$ cat src/mkte_pkg.sv
// mkte_pkg: types, key codes and character tables for the multi-tap keypad
// text entry block. Shared by the front, queue, back and top level modules.
// No dependencies.
package mkte_pkg;

    // default depth of the plan queue between front and back
    localparam int QUEUE_DEPTH = 2;

    // reset value of the timeout register
    localparam logic [7:0] TIMEOUT_RESET = 8'd15;

    // lcd codes
    localparam logic [7:0] LCD_CMD_CLEAR = 8'h01;
    localparam logic [7:0] LCD_ADDR_BASE = 8'h80;

    // key codes (row*4 + column)
    localparam logic [3:0] KEY_ONE     = 4'd0;
    localparam logic [3:0] KEY_RIGHT_A = 4'd3;
    localparam logic [3:0] KEY_RIGHT_B = 4'd7;
    localparam logic [3:0] KEY_LEFT    = 4'd11;
    localparam logic [3:0] KEY_STAR    = 4'd12;
    localparam logic [3:0] KEY_ZERO    = 4'd13;
    localparam logic [3:0] KEY_HASH    = 4'd14;
    localparam logic [3:0] KEY_CLEAR   = 4'd15;

    // input item
    typedef struct packed {
        logic       is_tick;
        logic [3:0] key_code;
    } in_item_t;

    // result item
    typedef struct packed {
        logic       is_data;
        logic [7:0] lcd_byte;
        logic       last;
    } out_item_t;

    // one lcd transaction inside a plan
    typedef struct packed {
        logic       is_data;
        logic [7:0] lcd_byte;
    } slot_t;

    // all results caused by one item; res_last is the index of the final one
    typedef struct packed {
        logic [1:0]      res_last;
        slot_t [3:0]     slots;
    } plan_t;

    // symbols of the letter keys 2..9, by digit-2 and tap-1
    localparam logic [0:7][0:4][7:0] LETTER_TABLE = '{
        '{"A", "B", "C", "2", "2"},
        '{"D", "E", "F", "3", "3"},
        '{"G", "H", "I", "4", "4"},
        '{"J", "K", "L", "5", "5"},
        '{"M", "N", "O", "6", "6"},
        '{"P", "Q", "R", "S", "7"},
        '{"T", "U", "V", "8", "8"},
        '{"W", "X", "Y", "Z", "9"}
    };

    // digit of a letter key, zero for every other key
    function automatic logic [3:0] code_digit(input logic [3:0] code);
        logic [3:0] d;
        case (code)
            4'd1:    d = 4'd2;
            4'd2:    d = 4'd3;
            4'd4:    d = 4'd4;
            4'd5:    d = 4'd5;
            4'd6:    d = 4'd6;
            4'd8:    d = 4'd7;
            4'd9:    d = 4'd8;
            4'd10:   d = 4'd9;
            default: d = 4'd0;
        endcase
        return d;
    endfunction

    // character written by the keys 1 * 0 #
    function automatic logic [7:0] key_char(input logic [3:0] code);
        logic [7:0] ch;
        case (code)
            KEY_ONE:  ch = "1";
            KEY_STAR: ch = "*";
            KEY_ZERO: ch = "0";
            default:  ch = "#";
        endcase
        return ch;
    endfunction

endpackage

$ cat src/mkte_front.sv
// mkte_front: accepts key and tick items, holds the text entry state and
// turns each item into a plan of up to four lcd transactions.
// Depends on mkte_pkg.
module mkte_front (
    input  logic                clk,
    input  logic                rst_n,
    input  logic                cfg_we,
    input  logic [7:0]          cfg_data,
    input  logic                in_valid,
    output logic                in_stall,
    input  mkte_pkg::in_item_t  in_item,
    input  logic                q_full,
    output logic                q_push,
    output mkte_pkg::plan_t     q_plan
);
    import mkte_pkg::*;

    logic [7:0] timeout_reg;
    logic [6:0] cursor_reg,    cursor_next;
    logic       pend_valid_reg, pend_valid_next;
    logic [3:0] pend_key_reg,  pend_key_next;
    logic [2:0] tap_reg,       tap_next;
    logic [7:0] tick_reg,      tick_next;

    logic       accept;
    logic [2:0] n_res;
    logic [3:0] digit;
    logic [3:0] tap;
    logic [7:0] tick_inc;
    plan_t      plan;

    assign in_stall = q_full;
    assign accept   = in_valid && !q_full;
    assign q_push   = accept && (n_res != 3'd0);
    assign q_plan   = plan;

    // timeout register
    always_ff @(posedge clk or negedge rst_n)
    begin
        if (!rst_n)
        begin
            timeout_reg <= TIMEOUT_RESET;
        end
        else if (cfg_we)
        begin
            timeout_reg <= cfg_data;
        end
    end

    // entry state
    always_ff @(posedge clk or negedge rst_n)
    begin
        if (!rst_n)
        begin
            cursor_reg     <= '0;
            pend_valid_reg <= 1'b0;
            pend_key_reg   <= '0;
            tap_reg        <= '0;
            tick_reg       <= '0;
        end
        else if (accept)
        begin
            cursor_reg     <= cursor_next;
            pend_valid_reg <= pend_valid_next;
            pend_key_reg   <= pend_key_next;
            tap_reg        <= tap_next;
            tick_reg       <= tick_next;
        end
    end

    // classify the item and build its plan
    always_comb
    begin
        cursor_next     = cursor_reg;
        pend_valid_next = pend_valid_reg;
        pend_key_next   = pend_key_reg;
        tap_next        = tap_reg;
        tick_next       = tick_reg;
        plan            = '0;
        n_res           = 3'd0;
        digit           = code_digit(in_item.key_code);
        tap             = 4'd1;
        tick_inc        = tick_reg + 8'd1;

        if (in_item.is_tick)
        begin
            // tick: count while pending, commit on timeout
            if (pend_valid_reg)
            begin
                tick_next = tick_inc;
                if (tick_inc >= timeout_reg)
                begin
                    cursor_next = cursor_next + 7'd1;
                    plan.slots[n_res[1:0]] = {1'b0, LCD_ADDR_BASE | {1'b0, cursor_next}};
                    n_res = n_res + 3'd1;
                    pend_valid_next = 1'b0;
                    tap_next  = '0;
                    tick_next = '0;
                end
            end
        end
        else if (digit != 4'd0)
        begin
            // letter key: next symbol on the same key, else commit first
            if (pend_valid_reg && (pend_key_reg == digit))
            begin
                tap = {1'b0, tap_reg} + 4'd1;
                if ((tap > (((digit == 4'd7) || (digit == 4'd9)) ? 4'd5 : 4'd4))
                    || (tap == 4'd0))
                begin
                    tap = 4'd1;
                end
            end
            else if (pend_valid_reg)
            begin
                cursor_next = cursor_next + 7'd1;
                plan.slots[n_res[1:0]] = {1'b0, LCD_ADDR_BASE | {1'b0, cursor_next}};
                n_res = n_res + 3'd1;
            end
            pend_valid_next = 1'b1;
            pend_key_next   = digit;
            tap_next        = tap[2:0];
            tick_next       = '0;
            plan.slots[n_res[1:0]] =
                {1'b1, LETTER_TABLE[3'(digit - 4'd2)][3'(tap - 4'd1)]};
            n_res = n_res + 3'd1;
            plan.slots[n_res[1:0]] = {1'b0, LCD_ADDR_BASE | {1'b0, cursor_next}};
            n_res = n_res + 3'd1;
        end
        else
        begin
            // other keys: commit any pending letter first
            if (pend_valid_reg)
            begin
                cursor_next = cursor_next + 7'd1;
                plan.slots[n_res[1:0]] = {1'b0, LCD_ADDR_BASE | {1'b0, cursor_next}};
                n_res = n_res + 3'd1;
            end
            pend_valid_next = 1'b0;
            tap_next        = '0;
            tick_next       = '0;
            case (in_item.key_code)
                KEY_RIGHT_A, KEY_RIGHT_B:
                begin
                    cursor_next = cursor_next + 7'd1;
                    plan.slots[n_res[1:0]] = {1'b0, LCD_ADDR_BASE | {1'b0, cursor_next}};
                    n_res = n_res + 3'd1;
                end
                KEY_LEFT:
                begin
                    cursor_next = cursor_next - 7'd1;
                    plan.slots[n_res[1:0]] = {1'b0, LCD_ADDR_BASE | {1'b0, cursor_next}};
                    n_res = n_res + 3'd1;
                end
                KEY_CLEAR:
                begin
                    plan.slots[n_res[1:0]] = {1'b0, LCD_CMD_CLEAR};
                    n_res = n_res + 3'd1;
                    cursor_next = '0;
                    plan.slots[n_res[1:0]] = {1'b0, LCD_ADDR_BASE};
                    n_res = n_res + 3'd1;
                end
                default:
                begin
                    plan.slots[n_res[1:0]] = {1'b1, key_char(in_item.key_code)};
                    n_res = n_res + 3'd1;
                    plan.slots[n_res[1:0]] = {1'b0, LCD_ADDR_BASE | {1'b0, cursor_next}};
                    n_res = n_res + 3'd1;
                    cursor_next = cursor_next + 7'd1;
                    plan.slots[n_res[1:0]] = {1'b0, LCD_ADDR_BASE | {1'b0, cursor_next}};
                    n_res = n_res + 3'd1;
                end
            endcase
        end

        plan.res_last = 2'(n_res - 3'd1);
    end

endmodule

$ cat src/mkte_queue.sv
// mkte_queue: small register queue of plans between front and back.
// Depends on mkte_pkg.
module mkte_queue #(
    parameter int DEPTH = mkte_pkg::QUEUE_DEPTH
) (
    input  logic              clk,
    input  logic              rst_n,
    input  logic              push,
    input  mkte_pkg::plan_t   push_plan,
    output logic              full,
    input  logic              pop,
    output logic              q_valid,
    output mkte_pkg::plan_t   head_plan
);
    import mkte_pkg::*;

    localparam int PW = (DEPTH > 1) ? $clog2(DEPTH) : 1;
    localparam int CW = $clog2(DEPTH + 1);

    plan_t         store_reg [DEPTH];
    logic [PW-1:0] wr_ptr_reg, wr_ptr_next;
    logic [PW-1:0] rd_ptr_reg, rd_ptr_next;
    logic [CW-1:0] count_reg,  count_next;

    assign full      = (count_reg == CW'(DEPTH));
    assign q_valid   = (count_reg != '0);
    assign head_plan = store_reg[rd_ptr_reg];

    // pointer and fill count update
    always_comb
    begin
        wr_ptr_next = wr_ptr_reg;
        rd_ptr_next = rd_ptr_reg;
        count_next  = count_reg;
        if (push)
        begin
            wr_ptr_next = (wr_ptr_reg == PW'(DEPTH - 1)) ? '0 : wr_ptr_reg + PW'(1);
        end
        if (pop)
        begin
            rd_ptr_next = (rd_ptr_reg == PW'(DEPTH - 1)) ? '0 : rd_ptr_reg + PW'(1);
        end
        if (push && !pop)
        begin
            count_next = count_reg + CW'(1);
        end
        else if (pop && !push)
        begin
            count_next = count_reg - CW'(1);
        end
    end

    always_ff @(posedge clk or negedge rst_n)
    begin
        if (!rst_n)
        begin
            wr_ptr_reg <= '0;
            rd_ptr_reg <= '0;
            count_reg  <= '0;
        end
        else
        begin
            wr_ptr_reg <= wr_ptr_next;
            rd_ptr_reg <= rd_ptr_next;
            count_reg  <= count_next;
        end
    end

    // plan storage
    always_ff @(posedge clk)
    begin
        if (push)
        begin
            store_reg[wr_ptr_reg] <= push_plan;
        end
    end

endmodule

$ cat src/mkte_back.sv
// mkte_back: walks the head plan one lcd transaction at a time into the
// output register, marking the final one of each item.
// Depends on mkte_pkg.
module mkte_back (
    input  logic                clk,
    input  logic                rst_n,
    input  logic                q_valid,
    input  mkte_pkg::plan_t     head_plan,
    output logic                q_pop,
    output logic                out_valid,
    input  logic                out_stall,
    output mkte_pkg::out_item_t out_item
);
    import mkte_pkg::*;

    logic       out_valid_reg, out_valid_next;
    out_item_t  out_item_reg,  out_item_next;
    logic [1:0] idx_reg,       idx_next;
    logic       load;
    logic       at_last;
    slot_t      cur_slot;

    assign load      = !out_valid_reg || !out_stall;
    assign cur_slot  = head_plan.slots[idx_reg];
    assign at_last   = (idx_reg == head_plan.res_last);
    assign q_pop     = load && q_valid && at_last;
    assign out_valid = out_valid_reg;
    assign out_item  = out_item_reg;

    // next output and slot index
    always_comb
    begin
        out_valid_next = out_valid_reg;
        out_item_next  = out_item_reg;
        idx_next       = idx_reg;
        if (load)
        begin
            out_valid_next = q_valid;
            if (q_valid)
            begin
                out_item_next.is_data  = cur_slot.is_data;
                out_item_next.lcd_byte = cur_slot.lcd_byte;
                out_item_next.last     = at_last;
                idx_next = at_last ? 2'd0 : idx_reg + 2'd1;
            end
        end
    end

    always_ff @(posedge clk or negedge rst_n)
    begin
        if (!rst_n)
        begin
            out_valid_reg <= 1'b0;
            idx_reg       <= '0;
        end
        else
        begin
            out_valid_reg <= out_valid_next;
            idx_reg       <= idx_next;
        end
    end

    // output payload
    always_ff @(posedge clk)
    begin
        out_item_reg <= out_item_next;
    end

endmodule

$ cat src/multitap_keypad_text_entry_top.sv
// multitap_keypad_text_entry_top: multi-tap keypad text entry to lcd bytes.
// Path: a plan is held in the plan queue, then its results pass through the output register.
// Throughput: one item per cycle in while the plan queue has room; results leave
// at one per cycle while out_stall is low, k results (0 to 4) per item.
// Reset: rst_n clears cursor, pending letter, counters and queue; timeout goes to 15.
// Depends on mkte_pkg, mkte_front, mkte_queue, mkte_back.
module multitap_keypad_text_entry_top #(
    parameter int QUEUE_DEPTH = mkte_pkg::QUEUE_DEPTH
) (
    input  logic                clk,
    input  logic                rst_n,
    input  logic                cfg_we,
    input  logic [7:0]          cfg_data,
    input  logic                in_valid,
    output logic                in_stall,
    input  mkte_pkg::in_item_t  in_item,
    output logic                out_valid,
    input  logic                out_stall,
    output mkte_pkg::out_item_t out_item
);
    import mkte_pkg::*;

    logic  q_full;
    logic  q_push;
    logic  q_pop;
    logic  q_valid;
    plan_t push_plan;
    plan_t head_plan;

    // front: accept and plan
    mkte_front u_front (
        .clk      (clk),
        .rst_n    (rst_n),
        .cfg_we   (cfg_we),
        .cfg_data (cfg_data),
        .in_valid (in_valid),
        .in_stall (in_stall),
        .in_item  (in_item),
        .q_full   (q_full),
        .q_push   (q_push),
        .q_plan   (push_plan)
    );

    // plan queue
    mkte_queue #(
        .DEPTH (QUEUE_DEPTH)
    ) u_queue (
        .clk       (clk),
        .rst_n     (rst_n),
        .push      (q_push),
        .push_plan (push_plan),
        .full      (q_full),
        .pop       (q_pop),
        .q_valid   (q_valid),
        .head_plan (head_plan)
    );

    // back: serialize results
    mkte_back u_back (
        .clk       (clk),
        .rst_n     (rst_n),
        .q_valid   (q_valid),
        .head_plan (head_plan),
        .q_pop     (q_pop),
        .out_valid (out_valid),
        .out_stall (out_stall),
        .out_item  (out_item)
    );

endmodule

$ cat config.mk
export PLATFORM = sky130hd
export DESIGN_NAME = multitap_keypad_text_entry_top
export DESIGN_NICKNAME = d
export VERILOG_FILES = /design/src/mkte_pkg.sv /design/src/mkte_front.sv /design/src/mkte_queue.sv /design/src/mkte_back.sv /design/src/multitap_keypad_text_entry_top.sv
export SDC_FILE = /design/constraint.sdc
export NUM_CORES = 1
export LEC_CHECK = 0
export BUFFER_PORTS_ARGS = -buffer_cell sky130_fd_sc_hd__buf_2
export CAP_MARGIN = 20
export CORE_ASPECT_RATIO = 1.1
export CORE_MARGIN = 4
export CORE_UTILIZATION = 40
export CTS_CLUSTER_SIZE = 8
export DETAILED_ROUTE_END_ITERATION = 12
export HOLD_SLACK_MARGIN = 0.12
export SYNTH_ARGS = -nofsm -noshare
export SYNTH_HDL_FRONTEND = slang
export SYNTH_SLANG_ARGS = --single-unit
$ cat constraint.sdc
create_clock -name clk -period 9.4 [get_ports clk]
set_input_delay 1.88 -clock clk [delete_from_list [all_inputs] [get_ports clk]]
set_output_delay 1.88 -clock clk [all_outputs]
set_load 0.03 [all_outputs]
=== Word level (Yosys, flattened, before mapping) ===
Memory sizes are Yosys's and may differ from the RTL's.
Index checks and enable logic that the tools add are counted.

* Reduce and logical (&&, ||, !) cells: 33
* Eq/ne operators: 13
* Order comparisons: 15
* $add $sub $neg: 18
* Bitwise gates (word level): 9
* Muxes and demuxes: 85

{| class="wikitable"
|+ Operator list
! operator !! count
|-
| 36-bit bitwise mux || 7
|-
| 9-bit two-way mux || 13
|-
| 36-bit case mux with 3 select lines || 1
|-
| 9-bit demux with 2-bit select || 5
|-
| 40-bit two-way mux || 2
|-
| 8-bit two-way mux || 10
|-
| 7-bit two-way mux || 10
|-
| 32-bit NOT || 2
|-
| 3-bit two-way mux || 16
|-
| 36-bit two-way mux || 1
|-
| 32-bit AND || 1
|-
| 8-bit by 32-bit AND with 32-bit output || 1
|-
| 27-bit two-way mux || 1
|-
| 8-bit binary-select mux with 3-bit select || 1
|-
| 4-bit == test, second input constant || 5
|-
| 9-bit binary-select mux with 2-bit select || 1
|-
| 2-bit by 3-bit less-than comparator with 1-bit output, second input constant || 6
|-
| 3-bit by 1-bit adder with 3-bit output, second input constant || 5
|-
| 5-bit case mux with 3 select lines || 1
|-
| 7-bit by 1-bit adder with 7-bit output, second input constant || 2
|-
| 7-bit case mux with 2 select lines || 1
|-
| 1-bit logical AND || 12
|-
| 1-bit two-way mux || 11
|-
| 2-bit by 1-bit >= comparator with 1-bit output, second input constant || 5
|-
| 34 further kinds || 53
|}

* Register bits: 48
* Logic and storage cells: 190
* Bits in writable memories: 76
* Bits of input ports: 18
* Bits in read-only memories: 384
* Memories kept: 3
* Output and inout port bits: 12

{| class="wikitable"
|+ Memory list
! memory !! words !! width !! read ports !! clocked after memory_dff !! write ports !! line !! RTL
|-
| (name not given) || 8 || 40 || 1 || 0 || 0 || mkte_front.sv:125 || <nowiki>{1'b1, LETTER_TABLE[3'(digit - 4'd2)][3'(tap - 4'd1)]};</nowiki>
|-
| u_queue.store_reg || 2 || 38 || 1 || 0 || 1 || mkte_queue.sv:20 || <nowiki>plan_t store_reg [DEPTH];</nowiki>
|-
| (name not given) || 16 || 4 || 1 || 0 || 0 || mkte_pkg.sv:66 || <nowiki>case (code)</nowiki>
|}

=== Longest topological paths before layout ===
Gate-level depths: netlist (run 1).
An unclocked memory read counts as a cell.

* Depth after elaboration: 19
* Depth in mapped cells: 24
* Mapped depth without buffers: 22

=== By module ===
From an unflattened synthesis (run 1), not the netlist that was laid out.

* Cells, all modules: 754
* Area total of the unflattened synthesis: 7817.5 µm²

{| class="wikitable"
|+ Modules (own cells, without submodules)
! module !! area an instance (µm²) !! sequential area each (µm²) !! times used !! cells each
|-
| mkte_front || 4126.5 || 780.7 || 1 || 583
|-
| mkte_queue || 2977.9 || 2382.3 || 1 || 134
|-
| mkte_back || 713.2 || 375.4 || 1 || 37
|}

=== Worst setup path before layout (run 1) ===
OpenSTA, ideal clock, no wires.

* Path type: input -> register
* Start point: input port in_item[2] (netlist bit)
* End point: memory u_queue.store_reg[0][0] (netlist bit) (enable)
* Stages: 13
* Setup slack: 2.547 ns
* Buffers on the path: 4
* Required time: 8.966 ns
* Arrival: 6.419 ns
* Library setup time: 0.434 ns
* Cell sequence: buf_4 > clkbuf_1 > o31ai_1 > inv_1 > ha_1 > nand3_1 > clkbuf_1 > buf_1 > nor2_1 > o31a_1 > ha_1 > a21oi_1 > nor2b_1

* Cells in the longest elaborated chain, start to end: 14
* Elaborated cells between the ends (all ways): 21
* Those cells by class: add/sub: 2; eq/ne: 5; mux: 8; reduce/logical: 5; memory: 1

{| class="wikitable"
|+ Ends and longest elaborated chain
! element !! line !! RTL
|-
| start, declared || multitap_keypad_text_entry_top.sv:16 || <nowiki>input mkte_pkg::in_item_t in_item,</nowiki>
|-
| memory 16 x 4 bit * || - ||
|-
| net u_front.digit[0] || mkte_front.sv:27 || <nowiki>logic [3:0] digit;</nowiki>
|-
| 4-bit == test || mkte_front.sv:105 || <nowiki>if (pend_valid_reg && (pend_key_reg == digit))</nowiki>
|-
| 1-bit logical AND || mkte_front.sv:105 ||
|-
| 3-bit two-way mux || mkte_front.sv:105 ||
|-
| 3-bit two-way mux || mkte_front.sv:102 || <nowiki>else if (digit != 4'd0)</nowiki>
|-
| 3-bit two-way mux || mkte_front.sv:85 || <nowiki>if (in_item.is_tick)</nowiki>
|-
| 3-bit by 1-bit adder with 3-bit output || mkte_front.sv:126 || <nowiki>n_res = n_res + 3'd1;</nowiki>
|-
| 3-bit by 1-bit adder with 3-bit output || mkte_front.sv:128 || <nowiki>n_res = n_res + 3'd1;</nowiki>
|-
| 3-bit two-way mux * || mkte_front.sv:102 ||
|-
| 3-bit two-way mux * || mkte_front.sv:85 ||
|-
| 3-bit nonzero test * || mkte_front.sv:34 || <nowiki>assign q_push = accept && (n_res != 3'd0);</nowiki>
|-
| 1-bit logical AND * || mkte_front.sv:34 ||
|-
| net q_push || multitap_keypad_text_entry_top.sv:24 || <nowiki>logic q_push;</nowiki>
|-
| 1-bit two-way mux * || mkte_queue.sv:72 || <nowiki>if (push)</nowiki>
|-
| 1-bit two-way mux (implied by the code) * || mkte_queue.sv:74 || <nowiki>store_reg[wr_ptr_reg] <= push_plan;</nowiki>
|-
| end, declared || mkte_queue.sv:20 ||
|}

The timed path passes the listed nets; every way through them passes the cells marked *. The select of a mux whose other input is x is not followed.

==> results_dict.tcl, run 1 <==
set metrics [dict create \
    swShare 0.369 \
    finalSetupViolCount 0 \
    nNetsFinal 802 \
    maxCapViolations 0 \
    cts-root-buf "clkbuf_16" \
    htreeDepth 4 \
    die_area_um2 21300 \
    cpPeakStageDelay_ns 0.60 \
    critical_path_required_ns 9.62 \
    drive_above_1_share 0.164 \
    rows 52 \
    crit_top_cell "ha_1" \
    routed_via_density 5.90 \
    fp.dieH_um 153 \
    sequentialPowerShare 0.325 \
    startpoint_type "primary input" \
    dp_hpwl_mm 14.1 \
    cts_tree "done" \
    synth-edff-count 82 \
    synth-seq-cells 120 \
    min_period_over_period 0.702 \
    ys_types 78 \
    ctsHoldBuffers 0 \
    hold_ws_ns 0.492 \
    syn_area_per_cell_um2 10.3 \
    avgRoutedWirePerCell_um 19.7 \
    relSlewSlack 0.311 \
    largest_register_ffs 72 \
    die_w_um 140 \
    hold_violations 0 \
    clockBufferDepth 2 \
    initial_core_util 0.411 \
    num_vias 5932 \
    grt_max_degree 61 \
    total_power_mw 2.58 \
    grt_pass1_vias 5686 \
    clock_skew_ns 0.0192 \
    comb_power_share 0.376 \
    synth_top_flop_cell "edfxtp_1" \
    cts_buffers 17 \
    worstMarginPinSlew_ns 1.03 \
    internal-power_mw 1.63 \
    ios 30 \
    hold_class "register to register" \
    fin_ws_ns 2.80 \
    path_class "primary input to register" \
    track_usage 0.187 \
    arrival_ns 6.81 \
    syn-cell-area_um2 7620 \
    post-place-ws_ns 2.49 \
    path_max_fanout 15 \
    cts_resized 0 \
    antenna_found_initial 0 \
    rsz0062_at_grt "no" \
    clock_latency_ns 0.43 \
    finalWirelength_mm 19.8 \
    cellPowerDensity_nw_per_um2 299 \
    status "finished clean" \
    path_delay_family "simple AND/OR/NAND/NOR gates" \
    post-route-min-period_ns 6.60 \
    postCtsSetupBuffers 0 \
    clkSinkCount 120 \
    core-area_um2 18500 \
    setup.worst_path.end_class "register" \
    path_buf_inv 3 \
    num_antenna_cells 0 \
    fin_tns_setup_ns 0 \
    ys_warn_count 0 \
    route.detailed.drc 0 \
    worstPathCellList "buf_2, inv_1, ha_1, mux2i_1, o21ai_0, inv_1, ha_1, nand2_1, o22ai_1, ha_1, o21bai_1, a211oi_1, or2_2, and3_4, nand2_1, ha_1, nor4_1, nand2_1, nor3_1, o31a_1, a21oi_1, o22ai_1" \
    synthCells 738 \
    ys_async_sr_fraction 0.317 \
    clk_transition_reported_paths_ns 0.06 \
    drtAntennaViolNets 0 \
    ys_seq_area_frac 0.449 \
    clock.fmax_ghz 0.152 \
    fillers 1701 \
    p_switching_mw 0.954 \
    drv_slew 0 \
    io_buffer_count 29 \
    crit_slowest_cell "o21ai_0" \
    ir_drop_mv 0.132 \
    first_pass_iters 5 \
    grt_pass1_wl_mm 31.8 \
    gp_congestion 0.937 \
    syn-num-nets 790 \
    p_leak_nw 3.36 \
    area_growth_pct 13.4 \
    first_iter_violations 620 \
    gr-total-overflow 0 \
    pwr-share-clk 0.299 \
]
==> power groups by stage <==
stage / registers, mW / logic (mW) / clock network, mW
after global routing: 0.857 / 1.05 / 0.812
after detailed placement: 0.850 / 0.958 / 0
after CTS: 0.840 / 0.963 / 0.787
final: 0.839 / 0.972 / 0.773
after floorplan: 0.834 / 0.703 / 0
after global placement: 0.842 / 0.947 / 0
==> worst min-delay path, stage by stage, from the launching register on <==
cell	delay (ns)
dfrtp_1	0.36
nand2_1	0.06
nand2_1	0.05
==> layout by cell type (no fill, tap or decap), drive strengths merged, types with 4 or more instances in the layout <==
cell    netlist  layout
edfxtp       82      82
nand2        77      77
nor2         55      55
o21ai        52      52
a21oi        44      44
buf          11      37
ha           34      34
dfrtp        34      34
inv          31      34
xnor2        28      28
nand3        21      21
mux4         18      18
clkbuf       33      18
xor2         15      15
nor3         13      13
mux2i        11      11
mux2         10      10
nand2b       10      10
o31ai         9       9
nand4         9       9
a211oi        9       9
and3          9       9
o22ai         8       8
nand3b        7       7
o21a          7       7
a21o          7       7
bufinv        0       7
and2          7       7
or3           6       6
o211ai        5       5
nor4          5       5
or2           4       4
nor3b         4       4
o221ai        4       4
dfstp         4       4
nor2b         4       4
==> stage by stage <==
| step | utilization | cell area [µm²] | std cells |
|---|---|---|---|
| floorplan | - | 7620 | 738 |
| global placement | 0.428 | 7940 | 972 |
| detailed placement | 0.429 | 7950 | 974 |
| CTS | 0.466 | 8650 | 1006 |
| global route | 0.466 | 8650 | 1006 |
| finish | 0.466 | 8650 | 1006 |
==> cell type report <==
cell class,instances,area (µm²),area share
flip-flops and latches,120,3420,0.396
clock inverters,14,269,0.0311
well taps,243,304,0.0352
repair buffers,37,203,0.0234
clock buffers,18,429,0.0496
multi-input cells,543,3900,0.451
inverters,31,119,0.0137
==> cells in the mapped netlist (10+ instances only) <==
master / instances / share of area
ha_1: 34 / 0.056
mux2_2: 10 / 0.015
nand2_1: 76 / 0.037
nand3_1: 21 / 0.014
nor2_1: 55 / 0.027
clkbuf_1: 33 / 0.016
dfrtp_1: 34 / 0.11
xnor2_1: 28 / 0.032
nor3_1: 12 / 0.0079
inv_1: 30 / 0.015
mux4_2: 18 / 0.053
edfxtp_1: 82 / 0.32
nand2b_1: 10 / 0.0082
o21ai_0: 49 / 0.032
xor2_1: 14 / 0.016
mux2i_1: 11 / 0.014
a21oi_1: 42 / 0.028
==> path summary, 6_finish.rpt <==
kind	start	end	slack, ns	depth (start not counted)
hold / removal	u_back.out_valid	u_back.out_valid	0.49	2
setup reg to reg	u_front.tick_reg[0]	u_queue.store_reg[0][10]	5.25	13
min in group asynchronous	rst_n	u_front.pend_valid_reg	1.61	1
max in group asynchronous	rst_n	u_front.pend_valid_reg	7.16	1
hold reg to reg	u_back.out_valid	u_back.out_valid	0.49	2
setup / recovery	in_item[0]	u_queue.store_reg[1][0]	2.80	22
==> logic make-up after synthesis <==
kind of cell / Yosys count / share of synthesized area
and+or+nand+nor: 236 / 0.154
DFF: 120 / 0.449
xor gates and xnor gates: 43 / 0.0504
buffers and inverters: 75 / 0.0404
muxes: 39 / 0.0824
adders and majority gates: 34 / 0.0558
AOI/OAI and AO/OA: 191 / 0.168
==> layer usage <==
| metal | global-route usage | share of wire | up-vias |
|---|---|---|---|
| li1 | - | - | 2777 |
| met4 | 0.0697 | 0.030 | 0 |
| met2 | 0.282 | 0.46 | 258 |
| met1 | 0.267 | 0.45 | 2858 |
| met5 | 0 | 0 | - |
| met3 | 0.0380 | 0.062 | 39 |
(Power assumes the default switching activity.)
==> run 2, diff against run 1 <==
Clock period 9.4 ns to 6 ns, I/O delays scaled along.
==> run 2 against run 1 <==
  * Final cell count rose by 0.80%
  * First-iteration DRC count is 18% higher
  * Critical path depth down 1
  * Critical path type unchanged
  * Setup slack worse by 2.1 ns
  * Sequential power grew 59%
==> results_dict.tcl, run 2 (synthesized netlist as in run 1, its figures left out) <==
set metrics [dict create \
    top_layer "met4" \
    ctsHoldBuffers 0 \
    clockBufferDepth 2 \
    reg2reg_to "u_queue.store_reg[0][13]" \
    fp.dieH_um 153 \
    track_usage 0.183 \
    fin_tns_setup_ns 0 \
    finalSetupViolCount 0 \
    seqCellArea_um2 3420 \
    worstPathCellList "buf_2, inv_1, ha_1, mux2i_1, o21ai_0, buf_4, ha_1, nand2_1, o22ai_1, ha_1, o21bai_1, a211oi_1, or2_2, and3_4, nand2_1, ha_1, o21ai_0, mux2i_1, mux2i_1, nand4_1, a211oi_1" \
    grt_max_degree 39 \
    htreeDepth 4 \
    dp_hpwl_mm 13.8 \
    cts_buffers 17 \
    first_iter_violations 734 \
    antenna_found_initial 0 \
    worstMarginPinSlew_ns 0.964 \
    worst_hold_path.endpoint "u_back.out_valid" \
    cts_resized 0 \
    cts-root-buf "clkbuf_16" \
    drv_slew 0 \
    largest_register_ffs 72 \
    clock_skew_ns 0.0103 \
    critical_path_required_ns 6.20 \
    route.detailed.drc 0 \
    min-delay-start "u_back.out_valid" \
    crit_slowest_cell "ha_1" \
    maxCapViolations 0 \
    clock_latency_ns 0.42 \
    final_common_cell "edfxtp_1" \
    clk_transition_reported_paths_ns 0.05 \
    whs_path_depth 2 \
    rsz0062_at_grt "no" \
    final_cell_mix "edfxtp_1 (82), nand2_1 (76), nor2_1 (55)" \
    post-route-min-period_ns 5.30 \
    design_area_um2 8640 \
    finalWirelength_mm 19.3 \
    ir_drop_mv 0.238 \
    total_power_mw 3.87 \
    path_class "primary input to register" \
    grt_pass1_wl_mm 31.4 \
    startpoint_type "primary input" \
    hold_class "register to register" \
    cpPeakStageDelay_ns 0.42 \
    hold_violations 0 \
    dpl_cell_area_um2 8040 \
    ios 30 \
    grt_pass1_vias 5865 \
    gr-total-overflow 0 \
    crit_top_cell "ha_1" \
    multiInputGateArea_um2 3900 \
    die_w_um 140 \
    min_period_over_period 0.883 \
    cts_tree "done" \
    wl_met1_mm 7.99 \
    dr_wl_met3_mm 1.57 \
    fillers 1694 \
    area_growth_pct 13.3 \
    die_area_um2 21300 \
    drive_above_1_share 0.173 \
    status "finished clean" \
    path_max_fanout 15 \
    num_vias 5976 \
    clkSinkCount 120 \
    reg2reg_slack_ns 2.16 \
    routed_via_density 5.89 \
    io_buffer_count 29 \
    arrival_ns 5.50 \
    relSlewSlack 0.349 \
    drtAntennaViolNets 0 \
    avgRoutedWirePerCell_um 19.0 \
    rows 52 \
    reg2reg_from "u_front.pend_valid_reg" \
    gp_congestion 0.998 \
    wl_met2_mm 9.05 \
    nNetsFinal 810 \
    p_leak_nw 3.35 \
    rr_worst_depth 10 \
    clock.fmax_ghz 0.189 \
    postCtsSetupBuffers 0 \
    num_antenna_cells 0 \
    core-area_um2 18500 \
    setup.worst_path.end_class "register" \
    cellPowerDensity_nw_per_um2 448 \
    initial_core_util 0.411 \
    first_pass_iters 6 \
]
-- run 2: cell count changes in the layout (fill, tap and decap cells not counted), sizes merged --
cell and delta:
buf +8, bufinv -4, clkbuf -1, clkinv +4, clkinvlp +2, inv -1
-- run 2: layout make-up --
| class | instances | area share |
|---|---|---|
| Multi-Input combinational cell | 543 | 0.452 |
| Tap cell | 243 | 0.0352 |
| Timing Repair Buffer | 45 | 0.0336 |
| Clock buffer | 17 | 0.0492 |
| Inverter | 31 | 0.0138 |
| Clock inverter | 15 | 0.0206 |
| Sequential cell | 120 | 0.396 |
-- run 2: critical path, delay by kind of cell --
kind	cells	cell delay, ns
buf+inv	3	0.41
mux	3	0.55
compound gates	6	1.32
simple gates	5	0.93
fa+ha+maj	4	1.11
-- run 2: how the worst max path moves through the flow --
| stage | startpoint | endpoint | slack, ns | cells after the start |
|---|---|---|---|---|
| after floorplan | in_item[2] | u_queue.store_reg[0][13] | 0.46 | 20 |
| after global placement | in_item[0] | u_queue.store_reg[0][1] | 0.52 | 23 |
| after detailed placement | in_item[1] | u_queue.store_reg[0][1] | 0.34 | 23 |
| after CTS | in_item[1] | u_queue.store_reg[1][1] | 0.79 | 23 |
| after global routing | in_item[0] | u_queue.store_reg[1][1] | 0.32 | 23 |
| final | in_item[1] | u_queue.store_reg[1][9] | 0.70 | 21 |
-- run 2: metal layers --
layer  up-vias  GRT usage
li1       2792          -
met1      2842      0.244
met2       275      0.284
met3        67     0.0483
met4         0     0.0766
met5         -          0
-- run 2: stage by stage --
step | util | setup WS, ns | hold WS [ns] | instances
floorplan | - | 0.462 | 0.450 | 738
global placement | 0.433 | 0.520 | 0.470 | 982
detailed placement | 0.433 | 0.340 | 0.479 | 982
CTS | 0.466 | 0.785 | 0.493 | 1014
global route | 0.466 | 0.319 | 0.520 | 1014
finish | 0.466 | 0.702 | 0.491 | 1014
-- run 2: power by group --
part,internal [mW],switching [mW]
clock,0.654,0.376
sequential,1.14,0.189
combinational,0.600,0.914
==> run 3, diff against run 2 <==
Settings changed: MAX_ROUTING_LAYER from default to met4, REMOVE_ABC_BUFFERS from default to 1.
==> run 3 against run 2 <==
  * Combinational power barely moved
  * Sequential power barely moved
  * Design area fell by 0.17%
  * Clock skew rose by 0.0048 ns
  * Clock power barely moved
  * Setup slack got worse by 0.046 ns
  * Final cell count barely moved
  * Critical path depth rose by 3
==> results_dict.tcl, run 3 (synthesized netlist as in run 1, its figures left out) <==
set metrics [dict create \
    largest_register_ffs 72 \
    pwr-share-clk 0.259 \
    clock_latency_ns 0.42 \
    core-area_um2 18500 \
    maxCapViolations 0 \
    drv_slew 0 \
    finalWirelength_mm 20.7 \
    io_buffer_count 29 \
    avgRoutedWirePerCell_um 20.3 \
    die_w_um 140 \
    cellPowerDensity_nw_per_um2 446 \
    path_class "primary input to register" \
    grt_pass1_vias 5969 \
    wl_met1_mm 8.94 \
    gp_congestion 0.975 \
    reg2reg_from "u_front.tick_reg[0]" \
    die_area_um2 21300 \
    first_iter_violations 567 \
    dp_hpwl_mm 15.1 \
    initial_core_util 0.411 \
    nNetsFinal 811 \
    swShare 0.388 \
    ctsHoldBuffers 0 \
    comb_power_share 0.397 \
    startpoint_type "primary input" \
    p_switching_mw 1.49 \
    design_area_um2 8620 \
    grt_max_degree 47 \
    wl_met2_mm 10.2 \
    clock.fmax_ghz 0.187 \
    postCtsSetupBuffers 0 \
    drtAntennaViolNets 0 \
    critical_path_required_ns 6.24 \
    hold_violations 0 \
    dpl_cell_area_um2 8040 \
    setup.worst_path.end_class "register" \
    num_vias 5977 \
    min_period_over_period 0.891 \
    cts_buffers 17 \
    sequentialPowerShare 0.344 \
    cts-root-buf "clkbuf_16" \
    fin_tns_setup_ns 0 \
    clockBufferDepth 2 \
    path_max_fanout 14 \
    final_cell_mix "edfxtp_1 (82), nand2_1 (76), nor2_1 (55)" \
    track_usage 0.202 \
    routed_via_density 5.89 \
    route.detailed.drc 0 \
    fp.dieH_um 153 \
    dr_wl_met3_mm 1.06 \
    utilization 0.465 \
    drive_above_1_share 0.174 \
    first_pass_iters 5 \
    top_layer "met4" \
    hold_class "register to register" \
    arrival_ns 5.59 \
    clk_transition_reported_paths_ns 0.06 \
    finalSetupViolCount 0 \
    htreeDepth 4 \
    p_leak_nw 3.35 \
    post-route-min-period_ns 5.34 \
    setup.worst_path.start "in_item[0]" \
    final_common_cell "edfxtp_1" \
    rsz0062_at_grt "no" \
    status "finished clean" \
    num_antenna_cells 0 \
    grt_pass1_wl_mm 33.2 \
    clkSinkCount 120 \
    internal-power_mw 2.36 \
    gr-total-overflow 0 \
    ios 30 \
    clock_skew_ns 0.0151 \
    relSlewSlack 0.314 \
    worstMarginPinSlew_ns 1.02 \
    min-delay-start "u_front.tick_reg[7]" \
    cts_resized 0 \
    cts_tree "done" \
    rows 52 \
    antenna_found_initial 0 \
    ir_drop_mv 0.190 \
    area_growth_pct 13.2 \
]
run 3: cell types whose count changed in the layout (fill, tap and decap cells not counted), sizes merged:
cell | before | now
clkinvlp | 3 | 2
clkinv | 7 | 8
clkbuf | 17 | 18
bufinv | 3 | 2
buf | 45 | 46
run 3: per-stage QoR:
step | power [mW] | setup WS, ns | hold slack (ns) | instances
floorplan | 2.37 | 0.0754 | 0.450 | 694
global placement | 2.84 | 0.497 | 0.469 | 983
detailed placement | 2.86 | 0.287 | 0.485 | 983
CTS | 3.87 | 0.699 | 0.500 | 1015
global route | 4.08 | 0.294 | 0.505 | 1015
finish | 3.85 | 0.656 | 0.497 | 1015
run 3: path summary, 6_finish.rpt:
kind	to	slack, ns	cells after the start
max in group asynchronous	u_front.pend_valid_reg	4.45	1
worst min-delay path	u_front.tick_reg[7]	0.50	2
worst max-delay path	u_queue.store_reg[1][1]	0.66	24
worst max register to register	u_front.cursor_reg[6]	2.13	11
worst min register to register	u_front.tick_reg[7]	0.50	2
min in group asynchronous	u_front.tick_reg[3]	0.92	1
run 3: area by class of cell:
class	instances	area, µm²
well taps	243	304
clock buffers	18	429
inverters	31	119
clock inverters	14	151
fillers	1750	9920
repair buffers	46	298
multi-input cells	543	3900
flip-flops and latches	120	3420
run 3: power by group through the flow:
stage | combinational [mW] | clock [mW] | sequential [mW]
after floorplan | 0.962 | 0 | 1.41
after detailed placement | 1.52 | 0 | 1.34
after global routing | 1.67 | 1.06 | 1.35
after global placement | 1.51 | 0 | 1.33
after CTS | 1.53 | 1.02 | 1.32
final | 1.53 | 0.996 | 1.32
run 3: metal layers:
| layer | global-route usage | vias up |
|---|---|---|
| met2 | 0.326 | 195 |
| li1 | - | 2799 |
| met5 | - | - |
| met3 | 0.0342 | 32 |
| met4 | 0.0669 | 0 |
| met1 | 0.260 | 2951 |
run 3: critical path: stages:
cell and delay, ns:
buf_2 0.11, inv_1 0.07, ha_1 0.32, mux2i_1 0.20, o21ai_0 0.12, buf_4 0.17, inv_1 0.07, ha_1 0.22
nand2_1 0.06, o22ai_1 0.16, ha_1 0.25, o21bai_1 0.19, a211oi_1 0.06, or2_2 0.36, and3_4 0.23, nand2_4 0.09
inv_4 0.09, ha_1 0.38, nor4_1 0.40, nand2_1 0.09, nor3_1 0.24, nor3_1 0.11, o32a_1 0.22, o21ai_1 0.17
